==> src/rtl/prfl_pkg.sv <==
// package for the page replacement unit: widths, register indexes, reset values
// and the control structs passed from the top level into the frame cells
// no dependencies
`default_nettype none

package prfl_pkg;

    localparam int unsigned FRAMES_DEF    = 8;
    localparam int unsigned PAGE_BITS_DEF = 16;

    localparam int unsigned PAGE_W   = 16;
    localparam int unsigned FAULT_W  = 16;
    localparam int unsigned RES_CNT_W = 4;
    localparam int unsigned LIMIT_W  = 4;

    localparam int unsigned CFG_IDX_W  = 4;
    localparam int unsigned CFG_DATA_W = 8;

    typedef enum logic [CFG_IDX_W-1:0] {
        REG_REPLACE_MODE  = 4'd0,
        REG_FRAMES_IN_USE = 4'd1
    } t_reg_idx;

    localparam logic               REPLACE_MODE_RST  = 1'b0;
    localparam logic [LIMIT_W-1:0] FRAMES_IN_USE_RST = 4'd3;
    localparam logic [FAULT_W-1:0] FAULT_MAX         = '1;

    typedef struct packed {
        logic accept;
        logic hit;
        logic lru;
        logic full;
    } t_cell_cmd;

    typedef struct packed {
        logic filled;
        logic top;
        logic append;
    } t_cell_ctl;

endpackage

`default_nettype wire

==> src/rtl/prfl_ifs.sv <==
// valid/ready channel interfaces: page request, result and config write
// depends on prfl_pkg for payload widths
`default_nettype none

interface prfl_req_if;
    logic                        valid;
    logic                        ready;
    logic [prfl_pkg::PAGE_W-1:0] page;
    modport source (output valid, output page, input ready);
    modport sink   (input valid, input page, output ready);
endinterface

interface prfl_res_if;
    logic                           valid;
    logic                           ready;
    logic                           hit;
    logic                           evicted_valid;
    logic [prfl_pkg::PAGE_W-1:0]    evicted_page;
    logic [prfl_pkg::FAULT_W-1:0]   fault_total;
    logic [prfl_pkg::RES_CNT_W-1:0] resident_count;
    modport source (output valid, output hit, output evicted_valid, output evicted_page,
                    output fault_total, output resident_count, input ready);
    modport sink   (input valid, input hit, input evicted_valid, input evicted_page,
                    input fault_total, input resident_count, output ready);
endinterface

interface prfl_cfg_if;
    logic                            valid;
    logic                            ready;
    logic [prfl_pkg::CFG_IDX_W-1:0]  idx;
    logic [prfl_pkg::CFG_DATA_W-1:0] data;
    modport source (output valid, output idx, output data, input ready);
    modport sink   (input valid, input idx, input data, output ready);
endinterface

`default_nettype wire

==> src/rtl/page_replacement_fifo_lru.sv <==
// Page replacement unit, FIFO or LRU, built as a row of FRAMES frame cells.
// One page request is accepted per clock; its result appears in the output
// register on the next cycle and a new request is taken while that result waits,
// as long as the result is taken in the same cycle. The cycle time is set by the
// compare of the request against all frames and the hit chain through the row.
// No clearing pass after reset. Depends on prfl_pkg, prfl_ifs and prfl_cell.
`default_nettype none

module page_replacement_fifo_lru #(
    parameter int unsigned FRAMES    = prfl_pkg::FRAMES_DEF,
    parameter int unsigned PAGE_BITS = prfl_pkg::PAGE_BITS_DEF
) (
    input  wire logic   i_clk,
    input  wire logic   i_rst_n,
    prfl_req_if.sink    i_req,
    prfl_cfg_if.sink    i_cfg,
    prfl_res_if.source  o_res
);

    localparam int unsigned CW = $clog2(FRAMES + 1);

    logic                                r_mode;
    logic [prfl_pkg::LIMIT_W-1:0]        r_frames_in_use;
    logic [CW-1:0]                       r_count;
    logic [CW-1:0]                       n_count;
    logic [prfl_pkg::FAULT_W-1:0]        r_fault;
    logic [prfl_pkg::FAULT_W-1:0]        n_fault;

    logic                                r_out_valid;
    logic                                r_res_hit;
    logic                                r_res_ev_valid;
    logic [prfl_pkg::PAGE_W-1:0]         r_res_ev_page;
    logic [prfl_pkg::RES_CNT_W-1:0]      r_res_count;

    logic                                accept;
    logic [31:0]                         page_ext;
    logic [PAGE_BITS-1:0]                page_k;
    logic [7:0]                          lim8;
    logic [7:0]                          count8;
    logic [7:0]                          count_next8;
    logic [31:0]                         evict_ext;
    logic                                hit;
    logic                                full;
    prfl_pkg::t_cell_cmd                 cmd;

    logic [PAGE_BITS-1:0]                cell_data [FRAMES+1];
    logic                                hit_chain [FRAMES+1];

    assign i_cfg.ready = 1'b1;
    assign i_req.ready = !r_out_valid || o_res.ready;
    assign accept      = i_req.valid && i_req.ready;

    assign page_ext = 32'(i_req.page);
    assign page_k   = page_ext[PAGE_BITS-1:0];
    assign count8   = 8'(r_count);

    always_comb begin
        lim8 = 8'(r_frames_in_use);
        if (lim8 == 8'd0) begin
            lim8 = 8'd1;
        end
        if (lim8 > 8'(FRAMES)) begin
            lim8 = 8'(FRAMES);
        end
    end

    assign full = (count8 >= lim8);
    assign hit  = hit_chain[FRAMES];

    assign cmd.accept = accept;
    assign cmd.hit    = hit;
    assign cmd.lru    = r_mode;
    assign cmd.full   = full;

    assign cell_data[FRAMES] = '0;
    assign hit_chain[0]      = 1'b0;

    for (genvar g = 0; g < FRAMES; g++) begin : g_cell
        prfl_pkg::t_cell_ctl ctl;

        assign ctl.filled = (8'(g) < count8);
        assign ctl.top    = ((8'(g) + 8'd1) == count8);
        assign ctl.append = (8'(g) == count8);

        prfl_cell #(
            .PAGE_BITS (PAGE_BITS)
        ) u_cell (
            .i_clk       (i_clk),
            .i_cmd       (cmd),
            .i_ctl       (ctl),
            .i_page      (page_k),
            .i_next_data (cell_data[g+1]),
            .i_hit_in    (hit_chain[g]),
            .o_hit_out   (hit_chain[g+1]),
            .o_data      (cell_data[g])
        );
    end

    assign evict_ext = 32'(cell_data[0]);

    always_comb begin
        count_next8 = count8;
        n_count     = r_count;
        n_fault     = r_fault;
        if (!hit) begin
            if (r_fault != prfl_pkg::FAULT_MAX) begin
                n_fault = r_fault + prfl_pkg::FAULT_W'(1);
            end
            if (!full) begin
                count_next8 = count8 + 8'd1;
                n_count     = count_next8[CW-1:0];
            end
        end
    end

    always_ff @(posedge i_clk) begin
        if (!i_rst_n) begin
            r_mode          <= prfl_pkg::REPLACE_MODE_RST;
            r_frames_in_use <= prfl_pkg::FRAMES_IN_USE_RST;
        end else if (i_cfg.valid) begin
            unique case (i_cfg.idx)
                prfl_pkg::REG_REPLACE_MODE: begin
                    r_mode <= i_cfg.data[0];
                end
                prfl_pkg::REG_FRAMES_IN_USE: begin
                    r_frames_in_use <= i_cfg.data[prfl_pkg::LIMIT_W-1:0];
                end
                default: begin
                end
            endcase
        end
    end

    always_ff @(posedge i_clk) begin
        if (!i_rst_n) begin
            r_count     <= '0;
            r_fault     <= '0;
            r_out_valid <= 1'b0;
        end else begin
            if (accept) begin
                r_count     <= n_count;
                r_fault     <= n_fault;
                r_out_valid <= 1'b1;
            end else if (o_res.ready) begin
                r_out_valid <= 1'b0;
            end
        end
    end

    always_ff @(posedge i_clk) begin
        if (accept) begin
            r_res_hit      <= hit;
            r_res_ev_valid <= !hit && full;
            r_res_ev_page  <= (!hit && full) ? evict_ext[prfl_pkg::PAGE_W-1:0] : '0;
            r_res_count    <= count_next8[prfl_pkg::RES_CNT_W-1:0];
        end
    end

    assign o_res.valid          = r_out_valid;
    assign o_res.hit            = r_res_hit;
    assign o_res.evicted_valid  = r_res_ev_valid;
    assign o_res.evicted_page   = r_res_ev_page;
    assign o_res.fault_total    = r_fault;
    assign o_res.resident_count = r_res_count;

endmodule

`default_nettype wire

==> src/rtl/prfl_cell.sv <==
// one frame of the resident stack: holds a page, compares it with the request
// and takes its upper neighbor's page, the request, or holds; uses prfl_pkg
`default_nettype none

module prfl_cell #(
    parameter int unsigned PAGE_BITS = prfl_pkg::PAGE_BITS_DEF
) (
    input  wire logic                 i_clk,
    input  wire prfl_pkg::t_cell_cmd  i_cmd,
    input  wire prfl_pkg::t_cell_ctl  i_ctl,
    input  wire logic [PAGE_BITS-1:0] i_page,
    input  wire logic [PAGE_BITS-1:0] i_next_data,
    input  wire logic                 i_hit_in,
    output logic                      o_hit_out,
    output logic [PAGE_BITS-1:0]      o_data
);

    logic [PAGE_BITS-1:0] r_page;
    logic [PAGE_BITS-1:0] n_page;
    logic                 match;

    assign match     = i_ctl.filled && (r_page == i_page);
    assign o_hit_out = i_hit_in || match;
    assign o_data    = r_page;

    always_comb begin
        n_page = r_page;
        if (i_cmd.accept) begin
            if (i_cmd.hit) begin
                if (i_cmd.lru) begin
                    if (i_ctl.top) begin
                        n_page = i_page;
                    end else if (i_ctl.filled && o_hit_out) begin
                        n_page = i_next_data;
                    end
                end
            end else if (!i_cmd.full) begin
                if (i_ctl.append) begin
                    n_page = i_page;
                end
            end else begin
                if (i_ctl.top) begin
                    n_page = i_page;
                end else if (i_ctl.filled) begin
                    n_page = i_next_data;
                end
            end
        end
    end

    always_ff @(posedge i_clk) begin
        r_page <= n_page;
    end

endmodule

`default_nettype wire

==> src/flat_wrapper.sv <==
// flat-port wrapper written by rule: the top's interface ports become plain ports
module page_replacement_fifo_lru_flat 
#(
    parameter int unsigned FRAMES    = prfl_pkg::FRAMES_DEF,
    parameter int unsigned PAGE_BITS = prfl_pkg::PAGE_BITS_DEF
)
  (i_clk, i_rst_n, i_req_valid, i_req_page, i_req_ready, i_cfg_valid, i_cfg_idx, i_cfg_data, i_cfg_ready, o_res_valid, o_res_hit, o_res_evicted_valid, o_res_evicted_page, o_res_fault_total, o_res_resident_count, o_res_ready);
  prfl_req_if i_req_i ();
  prfl_cfg_if i_cfg_i ();
  prfl_res_if o_res_i ();
  input  wire logic i_clk;
  input  wire logic i_rst_n;
  input wire logic [$bits(i_req_i.valid)-1:0] i_req_valid;
  input wire logic [$bits(i_req_i.page)-1:0] i_req_page;
  output wire logic [$bits(i_req_i.ready)-1:0] i_req_ready;
  input wire logic [$bits(i_cfg_i.valid)-1:0] i_cfg_valid;
  input wire logic [$bits(i_cfg_i.idx)-1:0] i_cfg_idx;
  input wire logic [$bits(i_cfg_i.data)-1:0] i_cfg_data;
  output wire logic [$bits(i_cfg_i.ready)-1:0] i_cfg_ready;
  output wire logic [$bits(o_res_i.valid)-1:0] o_res_valid;
  output wire logic [$bits(o_res_i.hit)-1:0] o_res_hit;
  output wire logic [$bits(o_res_i.evicted_valid)-1:0] o_res_evicted_valid;
  output wire logic [$bits(o_res_i.evicted_page)-1:0] o_res_evicted_page;
  output wire logic [$bits(o_res_i.fault_total)-1:0] o_res_fault_total;
  output wire logic [$bits(o_res_i.resident_count)-1:0] o_res_resident_count;
  input wire logic [$bits(o_res_i.ready)-1:0] o_res_ready;
  assign i_req_i.valid = i_req_valid;
  assign i_req_i.page = i_req_page;
  assign i_req_ready = i_req_i.ready;
  assign i_cfg_i.valid = i_cfg_valid;
  assign i_cfg_i.idx = i_cfg_idx;
  assign i_cfg_i.data = i_cfg_data;
  assign i_cfg_ready = i_cfg_i.ready;
  assign o_res_valid = o_res_i.valid;
  assign o_res_hit = o_res_i.hit;
  assign o_res_evicted_valid = o_res_i.evicted_valid;
  assign o_res_evicted_page = o_res_i.evicted_page;
  assign o_res_fault_total = o_res_i.fault_total;
  assign o_res_resident_count = o_res_i.resident_count;
  assign o_res_i.ready = o_res_ready;
  page_replacement_fifo_lru #(.FRAMES(FRAMES), .PAGE_BITS(PAGE_BITS)) u_core (.i_clk(i_clk), .i_rst_n(i_rst_n), .i_req(i_req_i), .i_cfg(i_cfg_i), .o_res(o_res_i));
endmodule
==> config.mk <==
export PLATFORM = sky130hd
export DESIGN_NAME = page_replacement_fifo_lru_flat
export DESIGN_NICKNAME = d
export VERILOG_FILES = /design/src/rtl/prfl_pkg.sv /design/src/rtl/prfl_ifs.sv /design/src/rtl/page_replacement_fifo_lru.sv /design/src/rtl/prfl_cell.sv /design/src/flat_wrapper.sv
export SDC_FILE = /design/constraint.sdc
export NUM_CORES = 1
export LEC_CHECK = 0
export ABC_AREA = 1
export ABC_CLOCK_PERIOD_IN_PS = 7000
export BUFFER_PORTS_ARGS = -buffer_cell sky130_fd_sc_hd__buf_2
export CAP_MARGIN = 30
export CORE_UTILIZATION = 50
export DETAILED_ROUTE_END_ITERATION = 10
export HOLD_SLACK_MARGIN = 0.12
export PLACE_DENSITY = 0.65
export SKIP_CTS_REPAIR_TIMING = 1
export SLEW_MARGIN = 15
export SYNTH_ARGS = -nofsm -noshare
export SYNTH_HDL_FRONTEND = slang
export SYNTH_SLANG_ARGS = --single-unit
==> constraint.sdc <==
create_clock -name i_clk -period 7 [get_ports i_clk]
set_input_delay 1.05 -clock i_clk [delete_from_list [all_inputs] [get_ports i_clk]]
set_output_delay 1.05 -clock i_clk [all_outputs]
set_load 0.005 [all_outputs]
# == After elaboration in Yosys (flattened, before gate mapping) ==
# Index checks and enable logic that the tools add are counted.
# word_totals
regBits,176
input_bits,33
output_inout_bits,41
# op_classes
add_sub_neg,2
order_cmp,10
eq_ne,35
n_mux,70
bitwise_logic,2
reduce_logical,52
# op_table
cell,n
$mux 16,64
$eq 16x16->1,8
$reduce_and 5->1,8
$ne 4x4->1 const B,8
$ne 3x1->1 const B,8
$reduce_bool 3->1,8
$logic_and 1x1->1,18
$add 16x1->16 const B,1
$eq 3x4->1 const A,4
$lt 3x4->1 const A,4
$mux 4,4
$ne 16x16->1 const B,1
$eq 2x4->1 const A,2
$logic_not 4->1,2
$logic_not 8->1,1
$logic_or 1x1->1,8
$lt 1x4->1 const A,2
$lt 2x4->1 const A,2
$reduce_and 3->1,2
$add 4x1->4 const B,1
$eq 1x4->1 const A,1
$eq 4x1->1 const B,1
$eq 4x4->1 const A,1
$ge 4x4->1,1
other kinds (7),11

# == Depth between registers and ports, before layout ==
# logic_depth
word_depth,14
ltp_mapped,17
mapped_depth_nobuf,15

# == Modules after synthesis ==
# From an unflattened synthesis, not the netlist that was laid out.
# unflattened
cells_unflattened,1410
hier_area_um2,10850.4
# modules_own_cells
module,n_inst,cells_each,area_per_inst_um2
prfl_cell,8,136,1041.0
page_replacement_fifo_lru,1,322,2522.4

# == Worst setup path after synthesis ==
# OpenSTA, ideal clock, no wires.
# synth_path
path_kind,in2reg
start,input port i_req_page[2]
end,"register u_core.g_cell[6].u_cell.r_page[0], enable pin"
setup_ps,389
arrival_ps,3225
required_time_ps,6611
setup_slack_ps,3387
cell_stages,13
n_path_buf,2
path_cell_list,buf_2 buf_4 xor2_1 a21oi_1 nand3_1 nor2_1 nand2_1 nand4_1 nor2_2 nand2_2 nand2_2 nand3_1 nor2_1
# synth_between
elab_chain_cells,11
elab_cells_between_ends,29
# synth_lines
element,line,source
from (decl),flat_wrapper.sv:14,input wire logic [$bits(i_req_i.page)-1:0] i_req_page;
$eq 16x16->1,prfl_cell.sv:22,assign match = i_ctl.filled && (r_page == i_page);
$logic_and 1x1->1,prfl_cell.sv:22,
$logic_or 1x1->1 (6 in series),prfl_cell.sv:23,assign o_hit_out = i_hit_in || match;
$logic_or 1x1->1 *,prfl_cell.sv:23,
net u_core.g_cell[7].u_cell.o_hit_out,prfl_cell.sv:14,"output logic o_hit_out,"
"$ne 4x4->1 (no source line), or another cell as far along",--,
$reduce_and 5->1 (no source line) *,--,
to (signal assigned),prfl_cell.sv:52,r_page <= n_page;
to (decl),prfl_cell.sv:18,logic [PAGE_BITS-1:0] r_page;
# Mark *: on every way through the listed nets, which the timed path passes. The rest lies on a longest branch.
# A chain may end at the register's enable or synchronous reset.

# == Final worst setup path ==
# layout_path
start,input port i_req_page[5]
end,"register u_core.g_cell[4].u_cell.r_page[5], data pin"
# layout_between
elab_chain_cells,10
elab_cells_between_ends,29
# layout_lines
element,line,source
$eq 16x16->1,prfl_cell.sv:22,
$logic_and 1x1->1,prfl_cell.sv:22,
$logic_or 1x1->1 (7 in series),prfl_cell.sv:23,
$mux 16 *,prfl_cell.sv:29,if (i_cmd.hit) begin
to (signal assigned),prfl_cell.sv:52,
to (decl),prfl_cell.sv:18,
# Mark *: on every way between the ends. The rest lies on a longest branch, timed or not. The select of a mux whose other input is x is not followed.

==> results.tsv <==
stage	metric	value	unit
grt	grt_pass1_vias	7681	
route	wl_per_cell	13.24	µm
route	first_pass_iters	5	
sta	maxSlewViolCount	0	
floorplanning	num_io_pins	74	
worst_setup_path	path_cells	buf_2 -> inv_2 -> nand2_1 -> nand2_1 -> nor2_1 -> nand3_1 -> nor2_1 -> nand2_1 -> nand3_1 -> nor2_2 -> nand4_4 -> nor2_8 -> nand2_8 -> nand2_1 -> o21ai_0	
route	vias	8226	
route	drtAntennaViolNets	0	
worst_setup_path	critPathSlowestCell	nand2_1	
yosys	async_reset_ff_share	0	%
floorplanning	core_area	20300	µm²
yosys	synthCells	1312	
worst_setup_path	path_class	in -> reg	
cts	clock_latency	0.44	ns
power	power_per_cell_area	319.7	nW/µm²
placement	place_area	10720	µm²
power	p_switching	1.279	mW
cells_and_area	final_net_count	1380	
cells_and_area	insertedDiodeCount	0	
grt	grt_pass1_wl	36580	µm
route	avgViaCountPerCell	5.072	
yosys	synth-warning-count	0	
grt	grt_use_total	21.51	%
sta	max-slew-margin-rel	56.33	%
yosys	syn-cell-area	10360	µm²
cells_and_area	final_cell_area	11290	µm²
power	pwr-share-clk	26.0	%
cts	cts.sinks	176	
sta	hold_violations	0	
worst_setup_path	crit_top_cell	nand2_1	
sta	tightestPinTransition	0.6543	ns
route	drt_wl_total	21470	µm
worst_setup_path	critPathRequiredTime	7.16	ns
yosys	synth_edf_count	150	
power	power.internal	2.330	mW
hold_path	hp-class	reg -> reg	
cts	cts-buffers-inserted	17	
yosys	syn_avg_cell_area	7.894	µm²
floorplanning	initial_utilization	51.02	%
floorplanning	die_y	145.9	µm
route	drc_errors	0	
sta	skew	0.01236	ns
power	power.total	3.610	mW
placement	gp_congestion	0.7992	
power	ir_drop	179.9	µV
sta	rsz0062_at_grt	false	
sta	post-route-period-util	57.97	%
power	p_seq_share	43.8	%
yosys	synthesis.nets	1353	
sta	max_freq	0.2465	GHz
worst_setup_path	worstPathArrival	4.22	ns
power	combPwrFrac	30.2	%
yosys	synth_cell_types	35	
cells_and_area	multi_input_area	4334	µm²
cells_and_area	fill_cells	1911	
cells_and_area	regArea	5025	µm²
yosys	seq_area_frac_synth	48.51	%
cts	clk_pin_slew	0.07	ns
cells_and_area	syn_to_final_growth	9.024	%
placement	dp.cells	1590	
sta	tns	0	ns
worst_setup_path	crit_path_start_kind	input pin	
grt	antenna_found_initial	0	
cts	clk_path_buf_depth	2	
worst_setup_path	max_stage_delay	0.66	ns
floorplanning	die-area	21290	µm²
grt	overflow	0	
placement	port_buffers	68	
worst_setup_path	path_max_fanout	82	
cts	cts_root_buf	clkbuf_16	
floorplanning	die_w	145.9	µm
power	p_leak	5.077	nW
worst_setup_path	ff2ff_setup_slack	3.02	ns
cells_and_area	instances_no_fill	1622	
cells_and_area	drive_gt1_share	10.65	%
floorplanning	rows	52	
route	drt_iter0_markers	575	
grt	grt_max_degree	83	
power	swShare	35.44	%
cts	cts_tree	yes	
yosys	ys_ff_latch	176	
cts	htreeDepth	4	
sta	period_minus_slack	4.058	ns
yosys	synth_ff_type	edfxtp_1	
flow_run	drv_cap	0	
sta	whs	0.4861	ns
outcome	status	finished clean	
sta	setup_viol	0	
placement	hpwl	16260	µm
worst_setup_path	end_kind	register	
## metrics by stage
stage	util, %	setup slack [ns]
floorplan	-	3.387
global placement	52.72	2.589
detailed placement	52.79	2.521
CTS	55.63	2.975
global route	55.63	2.559
finish	55.63	2.942
## power groups by stage
stage / registers, mW / logic, mW / clock network [mW]
after detailed placement: 1.60 / 1.09 / 0
after global routing: 1.61 / 1.27 / 0.994
after CTS: 1.58 / 1.10 / 0.949
after global placement: 1.59 / 1.05 / 0
final: 1.58 / 1.09 / 0.939
after floorplan: 1.59 / 0.899 / 0
## Yosys cell counts (2+ instances only)
cell type	instances	area, µm²
inv_1	133	499.2
a31oi_1	2	12.51
clkbuf_1	11	41.29
xnor2_1	36	315.3
ha_1	8	100.1
nor4_1	3	18.77
o21ai_1	34	170.2
nor2_2	2	12.51
edfxtp_1	150	4504
buf_2	30	150.1
nand4_1	52	325.3
dfxtp_1	26	520.5
a21oi_1	15	75.07
clkinv_1	2	7.510
buf_1	3	11.26
o21ai_0	18	90.09
nor3_1	20	100.1
inv_2	16	60.06
nand2_2	8	50.05
nand3_1	111	555.5
nand2_1	411	1543
xor2_1	34	297.8
buf_4	29	217.7
nor2_1	147	551.8
## worst max-delay path, delay by kind of cell
| kind | cells | cell delay [ns] |
|---|---|---|
| simple gates | 12 | 2.52 |
| buf+inv | 2 | 0.39 |
| compound gates | 1 | 0.16 |
## area by class of cell
class / instances / share of cell area (%)
tap: 270 / 2.992
clock buffer: 17 / 3.767
sequential: 176 / 44.50
clock inverter: 15 / 1.330
timing repair buffer: 82 / 4.011
multi-input combinational: 911 / 38.38
inverter: 151 / 5.019
## cell families after synthesis
logic type	Yosys count	share of synthesized area [%]
AOI/OAI and AO/OA	72	3.576
xor gates and xnor gates	70	5.919
adders and majority gates	8	0.9665
buffers and inverters	225	9.640
DFF	176	48.51
other	1	0.03621
and+or+nand+nor	760	31.35
## flip-flops by register name, summed over array words and instances (netlist names)
name	flops
u_core.o_res.fault_total	16
u_core.r_frames_in_use	4
u_core.o_res.resident_count	4
u_core.o_res.evicted_valid	1
u_core.o_res.hit	1
u_core.r_mode	1
u_core.o_res.evicted_page	16
u_core.r_count	4
u_core.g_cell.u_cell.o_data	128
u_core.o_res.valid	1
## placed cells by master (no fill, tap or decap), drive strengths merged, types with 15 or more instances in the layout
cell type / Yosys / final
a21oi: 15 / 15
buf: 63 / 82
clkbuf: 11 / 17
dfxtp: 26 / 26
edfxtp: 150 / 150
inv: 149 / 157
nand2: 420 / 420
nand3: 112 / 112
nand4: 53 / 53
nor2: 151 / 151
nor3: 20 / 20
o21ai: 52 / 52
xnor2: 36 / 36
xor2: 34 / 34
## layer usage
| metal | up-vias | GRT usage (%) | wire [µm] |
|---|---|---|---|
| li1 | 4273 | - | - |
| met1 | 3782 | 28.01 | 9781 |
| met5 | - | 0 | 0 |
| met4 | 0 | 7.421 | 344 |
| met2 | 147 | 36.53 | 10440 |
| met3 | 24 | 3.229 | 911 |
## path summary, 6_finish.rpt
check                                                             from                                     endpoint  depth (start not counted)
worst min register to register  u_core.r_frames_in_use[0]$_SDFFE_PN1P_       u_core.r_frames_in_use[0]$_SDFFE_PN1P_                          2
worst min-delay path            u_core.r_frames_in_use[0]$_SDFFE_PN1P_       u_core.r_frames_in_use[0]$_SDFFE_PN1P_                          2
worst max register to register          u_core.r_count[0]$_SDFFE_PN0P_  u_core.g_cell[4].u_cell.o_data[5]$_DFFE_PP_                         13
worst max-delay path                                     i_req_page[5]  u_core.g_cell[4].u_cell.o_data[5]$_DFFE_PP_                         15
Note: power is estimated with default switching activity, not from simulation.
